## config.mk

```make
export PLATFORM = sky130hd
export DESIGN_NAME = matrix_keypad_scanner_top
export DESIGN_NICKNAME = d
export VERILOG_FILES = /design/src/sv/mks_pkg.sv /design/src/sv/matrix_keypad_scanner_top.sv
export SDC_FILE = /design/constraint.sdc
export NUM_CORES = 1
export LEC_CHECK = 0
export ABC_AREA = 1
export BUFFER_PORTS_ARGS = -buffer_cell sky130_fd_sc_hd__buf_4
export CAP_MARGIN = 20
export CORE_MARGIN = 1.5
export CORE_UTILIZATION = 55
export CTS_CLUSTER_SIZE = 28
export DETAILED_ROUTE_END_ITERATION = 10
export PLACE_DENSITY_LB_ADDON = 0.08
export SETUP_SLACK_MARGIN = 0.1
export SKIP_LAST_GASP = 1
export SLEW_MARGIN = 25
export SYNTH_ARGS = -nofsm -noshare
export SYNTH_HDL_FRONTEND = slang
export SYNTH_SLANG_ARGS = --single-unit
```

## constraint.sdc

```tcl
create_clock -name clk -period 5.05 [get_ports clk]
set_input_delay 0.505 -clock clk [delete_from_list [all_inputs] [get_ports clk]]
set_output_delay 0.505 -clock clk [all_outputs]
set_load 0.02 [all_outputs]
```

## src/sv/mks_pkg.sv

```systemverilog
package mks_pkg;

    // matrix size defaults
    localparam int ROW_COUNT_DEF    = 4;
    localparam int COLUMN_COUNT_DEF = 4;

    // configuration register indexes (byte address is 4 * index)
    localparam logic [2:0] REG_ROW0_CODES     = 3'd0;
    localparam logic [2:0] REG_ROW1_CODES     = 3'd1;
    localparam logic [2:0] REG_ROW2_CODES     = 3'd2;
    localparam logic [2:0] REG_ROW3_CODES     = 3'd3;
    localparam logic [2:0] REG_DEBOUNCE_TICKS = 3'd4;
    localparam logic [2:0] REG_SETTLE_TICKS   = 3'd5;

    localparam int PADDR_W = 5;

    // reset values of the configuration registers
    localparam logic [31:0] ROW0_CODES_RST     = 32'h2F39_3837; // '7' '8' '9' '/'
    localparam logic [31:0] ROW1_CODES_RST     = 32'h2A36_3534; // '4' '5' '6' '*'
    localparam logic [31:0] ROW2_CODES_RST     = 32'h2D33_3231; // '1' '2' '3' '-'
    localparam logic [31:0] ROW3_CODES_RST     = 32'h2B3D_3063; // 'c' '0' '=' '+'
    localparam logic [15:0] DEBOUNCE_TICKS_RST = 16'd20;
    localparam logic [7:0]  SETTLE_TICKS_RST   = 8'd1;

    // result word layout
    localparam int IN_TDATA_W  = 8;
    localparam int OUT_TDATA_W = 16;
    localparam int DRIVE_LSB   = 0;
    localparam int VALID_BIT   = 4;
    localparam int CODE_LSB    = 5;

endpackage

```

## src/sv/matrix_keypad_scanner_top.sv

```systemverilog
// channel  | direction | handshake                 | payload
// s_*      | in        | s_tvalid / s_tready       | s_tdata[3:0] row_levels
// m_*      | out       | m_tvalid / m_tready       | m_tdata -> drive, valid flag, key code
// apb      | in/out    | psel, penable, pready=1   | 6 registers at 4*i, 32-bit data
//
// One tick word is accepted per cycle while s_tready is high; its result word
// is in the output register in the next cycle. The scan state and the result
// register update at the same edge, so the only loop is the state update of one tick.
// s_tready stays high while the output register is empty or being drained, so a
// stall on m_tready holds the result and stops intake only while it lasts.
// Reset clears the scan state to column 0 and loads the default key map.
module matrix_keypad_scanner_top
    import mks_pkg::*;
#(
    parameter int ROW_COUNT    = ROW_COUNT_DEF,
    parameter int COLUMN_COUNT = COLUMN_COUNT_DEF
)(
    input  logic                   clk,
    input  logic                   rst_n,
    input  logic                   s_tvalid,
    output logic                   s_tready,
    input  logic [IN_TDATA_W-1:0]  s_tdata,  // [3:0] row_levels, [7:4] zero
    output logic                   m_tvalid,
    input  logic                   m_tready,
    output logic [OUT_TDATA_W-1:0] m_tdata,  // [3:0] column_drive, [4] key_valid,
                                             // [12:5] key_code, [15:13] zero
    input  logic                   psel,
    input  logic                   penable,
    input  logic                   pwrite,
    input  logic [PADDR_W-1:0]     paddr,
    input  logic [31:0]            pwdata,
    output logic [31:0]            prdata,
    output logic                   pready
);

    typedef enum logic [1:0] {
        PH_SCAN,
        PH_HOLD,
        PH_DEBOUNCE
    } phase_t;

    localparam logic [3:0] ROW_MASK = 4'((5'd1 << ROW_COUNT) - 5'd1);
    localparam logic [2:0] COL_LAST = 3'(COLUMN_COUNT);

    phase_t      phase_reg, phase_next;
    logic [1:0]  col_reg, col_next;
    logic [7:0]  settle_reg, settle_next;
    logic [15:0] deb_reg, deb_next;
    logic [1:0]  held_reg, held_next;

    logic [31:0] codes_reg [4];
    logic [15:0] deb_ticks_reg;
    logic [7:0]  settle_ticks_reg;

    logic                   out_valid_reg;
    logic [OUT_TDATA_W-1:0] out_data_reg;

    logic        accept;
    logic        cfg_wr;
    logic [3:0]  rows;
    logic [3:0]  pressed;
    logic [1:0]  low_row;
    logic [2:0]  col_inc;
    logic [3:0]  drive;
    logic        key_valid;
    logic [7:0]  key_code;
    logic [31:0] row_word;

    assign accept   = s_tvalid && s_tready;
    assign s_tready = !out_valid_reg || m_tready;
    assign m_tvalid = out_valid_reg;
    assign m_tdata  = out_data_reg;
    assign pready   = 1'b1;
    assign cfg_wr   = psel && penable && pwrite;

    assign rows     = s_tdata[3:0];
    assign pressed  = ~rows & ROW_MASK;
    assign col_inc  = {1'b0, col_reg} + 3'd1;
    assign row_word = codes_reg[held_reg];

    // lowest pressed row wins
    always_comb
    begin
        low_row = 2'd0;
        for (int i = 3; i >= 0; i--)
        begin
            if (pressed[i])
            begin
                low_row = 2'(i);
            end
        end
    end

    always_comb
    begin
        phase_next  = phase_reg;
        col_next    = col_reg;
        settle_next = settle_reg;
        deb_next    = deb_reg;
        held_next   = held_reg;
        drive       = ~(4'b0001 << col_reg);
        key_valid   = 1'b0;
        key_code    = 8'd0;
        unique case (phase_reg)
            PH_HOLD:
            begin
                if (rows[held_reg])
                begin
                    phase_next = PH_DEBOUNCE;
                    deb_next   = 16'd0;
                end
            end
            PH_DEBOUNCE:
            begin
                if (deb_reg < deb_ticks_reg)
                begin
                    deb_next = deb_reg + 16'd1;
                end
                else
                begin
                    key_valid   = 1'b1;
                    key_code    = row_word[{col_reg, 3'b000} +: 8];
                    drive       = 4'hF;
                    phase_next  = PH_SCAN;
                    col_next    = 2'd0;
                    settle_next = 8'd0;
                end
            end
            default:
            begin
                phase_next = PH_SCAN;
                if (settle_reg < settle_ticks_reg)
                begin
                    settle_next = settle_reg + 8'd1;
                end
                else if (pressed != 4'd0)
                begin
                    held_next  = low_row;
                    phase_next = PH_HOLD;
                end
                else
                begin
                    col_next    = (col_inc >= COL_LAST) ? 2'd0 : col_inc[1:0];
                    settle_next = 8'd0;
                end
            end
        endcase
    end

    always_ff @(posedge clk or negedge rst_n)
    begin
        if (!rst_n)
        begin
            phase_reg     <= PH_SCAN;
            col_reg       <= 2'd0;
            settle_reg    <= 8'd0;
            deb_reg       <= 16'd0;
            held_reg      <= 2'd0;
            out_valid_reg <= 1'b0;
            out_data_reg  <= '0;
        end
        else
        begin
            if (accept)
            begin
                phase_reg     <= phase_next;
                col_reg       <= col_next;
                settle_reg    <= settle_next;
                deb_reg       <= deb_next;
                held_reg      <= held_next;
                out_valid_reg <= 1'b1;
                out_data_reg  <= {3'd0, key_code, key_valid, drive};
            end
            else if (m_tready)
            begin
                out_valid_reg <= 1'b0;
            end
        end
    end

    always_ff @(posedge clk or negedge rst_n)
    begin
        if (!rst_n)
        begin
            codes_reg[0]     <= ROW0_CODES_RST;
            codes_reg[1]     <= ROW1_CODES_RST;
            codes_reg[2]     <= ROW2_CODES_RST;
            codes_reg[3]     <= ROW3_CODES_RST;
            deb_ticks_reg    <= DEBOUNCE_TICKS_RST;
            settle_ticks_reg <= SETTLE_TICKS_RST;
        end
        else if (cfg_wr)
        begin
            unique case (paddr[4:2])
                REG_ROW0_CODES:     codes_reg[0]     <= pwdata;
                REG_ROW1_CODES:     codes_reg[1]     <= pwdata;
                REG_ROW2_CODES:     codes_reg[2]     <= pwdata;
                REG_ROW3_CODES:     codes_reg[3]     <= pwdata;
                REG_DEBOUNCE_TICKS: deb_ticks_reg    <= pwdata[15:0];
                REG_SETTLE_TICKS:   settle_ticks_reg <= pwdata[7:0];
                default:            ;
            endcase
        end
    end

    always_comb
    begin
        unique case (paddr[4:2])
            REG_ROW0_CODES:     prdata = codes_reg[0];
            REG_ROW1_CODES:     prdata = codes_reg[1];
            REG_ROW2_CODES:     prdata = codes_reg[2];
            REG_ROW3_CODES:     prdata = codes_reg[3];
            REG_DEBOUNCE_TICKS: prdata = {16'd0, deb_ticks_reg};
            REG_SETTLE_TICKS:   prdata = {24'd0, settle_ticks_reg};
            default:            prdata = 32'd0;
        endcase
    end

endmodule

```

==> out/metrics.csv <==
stage,metric,value,unit
run_status,status,"finished, final reports clean",
cts,htreeDepth,4,
cts,cts_sinks,196,
routing,vias_per_cell,5.67,
routing,num_vias,9658,
final_layout,final_util,64.2,%
grt,grt_max_degree,126,
routing,dr.pass1.iters,6,
pwr,powerDensity,390,nW/um^2
critical_path,path_class,in2out,
placed_design,hpwl,18500,um
placed_design,io_buffer_count,92,
yosys,synth_common_cells,"nand2_1, o21ai_0, inv_1",
yosys,yosysSeqAreaShare,46.5,%
critical_path,end_kind,output pin,
routing,routed_wirelength,29100,um
cts,numCtsBuffers,17,
yosys,synth_ff_type,dfrtp_1,
timing,finalMaxSlewViolations,0,
critical_path,cp.required,4.55,ns
final_layout,multi_input_area,4800,um^2
yosys,synth_top_area_share,31.1,%
cts,cts_resized,0,
placed_design,postPlaceCellArea,11500,um^2
placed_design,gp_congestion,0.838,
die,die-area,20300,um^2
timing,finalSetupViolations,0,
yosys,ys_warn_count,0,
timing,rsz0062_at_grt,no,
job,maxCapViolCount,0,
routing,drtAntennaViolNets,0,
yosys,yosysUniqueCellTypes,42,
final_layout,fin_nets,1512,
timing,finalSetupTns,0,ns
yosys,async_flop_share,100,%
yosys,synth_top_cell_by_area,dfrtp_1,
critical_path,setup.worst_path.start,paddr[4],
yosys,synth_area,10700,um^2
grt,grt_pass1_vias,8865,
routing,route.detailed.drc,0,
cts,clockBufferDepth,2,
final_layout,drive_gt1_share,15.2,%
final_layout,n_fill_cell,1699,
final_layout,seq_area,4990,um^2
yosys,syn_avg_cell_area,7.75,um^2
yosys,synth-edff-count,0,
pwr,leakage,5.71,nW
final_layout,syn_to_final_growth,13.2,%
timing,fmaxAchievable,0.314,GHz
die,die_x,143,um
pwr,power,4.73,mW
die,start_util,56.7,%
timing,slew_headroom,36.0,%
critical_path,path_max_fanout,21,
routing,avgRoutedWirePerCell,17.1,um
yosys,synth_cells,1382,
timing,worst_slew_pin_slew,0.959,ns
timing,skew,0.0124,ns
timing,period_needed,3.19,ns
final_layout,largest_reg_flops,128,
die,die_height,143,um
cts,cts_hold_buf,0,
critical_path,arrival,2.68,ns
grt,grt_overflow_total,0,
cts,clk_latency,0.44,ns
yosys,synth_most_common_cell,nand2_1,
grt,antenna_found_initial,0,
placed_design,place_ws,1.97,ns
yosys,synth.ff_latch_count,196,
die,rows,50,
die,coreArea,18900,um^2
final_layout,final_area,12100,um^2
worst_hold_path,hold_class,in2async,
cts,cts_tree,done,
timing,fin_crit_sh,63.1,%
grt,grt_use_total,29.5,%
pwr,ir_worst_vdd,245,uV
timing,hold_violations,0,
timing,setup_slack,1.86,ns
cts,cts_root_buffer,clkbuf_16,
routing,initialDrtViolationCount,880,
critical_path,start_kind,input port,
yosys,synth_area_leaders,"dfrtp_1, dfstp_2, nand2_1, o21ai_0, inv_1",
final_layout,antenna_cells,0,
cts,cts.clk_slew.worst_paths,0.08,ns
grt,grt_pass1_wl,46500,um
cts,post_cts_buffers,0,
die,io_pins,103,
critical_path,rr_startpoint,held_reg[1],
[critical path: stages]
cell	delay, ns
buf_4	0.14
nor2_1	0.16
nand2_1	0.39
inv_1	0.86
a21oi_1	0.22
o2111ai_1	0.19
buf_4	0.21
[metrics by stage]
step           cells  hold slack [ns]
2_1_floorplan   1384            0.209
3_3_place_gp    1669            0.465
3_5_place_dp    1669            0.468
4_1_cts         1701            0.190
5_1_grt         1702            0.240
6_report        1702            0.142
[kinds of logic after synthesis]
kind of cell / after synthesis / synth area share (%)
simple gates: 532 / 20.6
compound gates: 373 / 19.1
buf+inv: 234 / 8.94
flops: 196 / 46.5
fa+ha+maj: 31 / 3.62
xor+xnor: 14 / 1.14
other cells: 2 / 0.0701
[final timing paths]
| check | end | slack (ns) | cells past startpoint |
|---|---|---|---|
| setup / recovery | prdata[0] | 1.86 | 7 |
| hold / removal | settle_reg[1] | 0.14 | 1 |
| setup reg to reg | deb_reg[15] | 2.24 | 9 |
| hold reg to reg | m_tdata[6] | 0.48 | 2 |
| max in group asynchronous | codes_reg[74] | 3.86 | 2 |
| min in group clk | codes_reg[55] | 0.29 | 3 |
[power by group]
group          switching, mW  internal, mW  leakage [nW]
sequential             0.170          1.93          2.31
combinational          0.790         0.424          3.10
clock                  0.629         0.780         0.298
total                   1.59          3.14          5.71
[layout by cell type (no fill, tap or decap), types with 20 or more instances in the layout]
cell / n
o21ai_1: 64
nor2_1: 56
dfrtp_1: 132
nand2_1: 371
o2111ai_1: 20
nand3_1: 68
inv_1: 149
a21oi_1: 79
dfstp_2: 63
ha_1: 31
o21ai_0: 165
buf_4: 102
[cell type report]
| cell class | instances | area share [%] |
|---|---|---|
| multi-input cells | 954 | 39.6 |
| clock buffers | 20 | 3.85 |
| clock inverters | 12 | 1.21 |
| well taps | 260 | 2.68 |
| flip-flops and latches | 196 | 41.1 |
| inverters | 154 | 4.77 |
| repair buffers | 106 | 6.78 |
[layer usage]
layer / GRT usage (%) / part of all wire (%) / vias up
met5: 0 / 0 / -
li1: - / - / 4663
met1: 42.2 / 44 / 4571
met4: 7.92 / 1.8 / 0
met3: 4.41 / 7.6 / 30
met2: 46.9 / 46 / 394
Power figures use the tool's default switching activity.
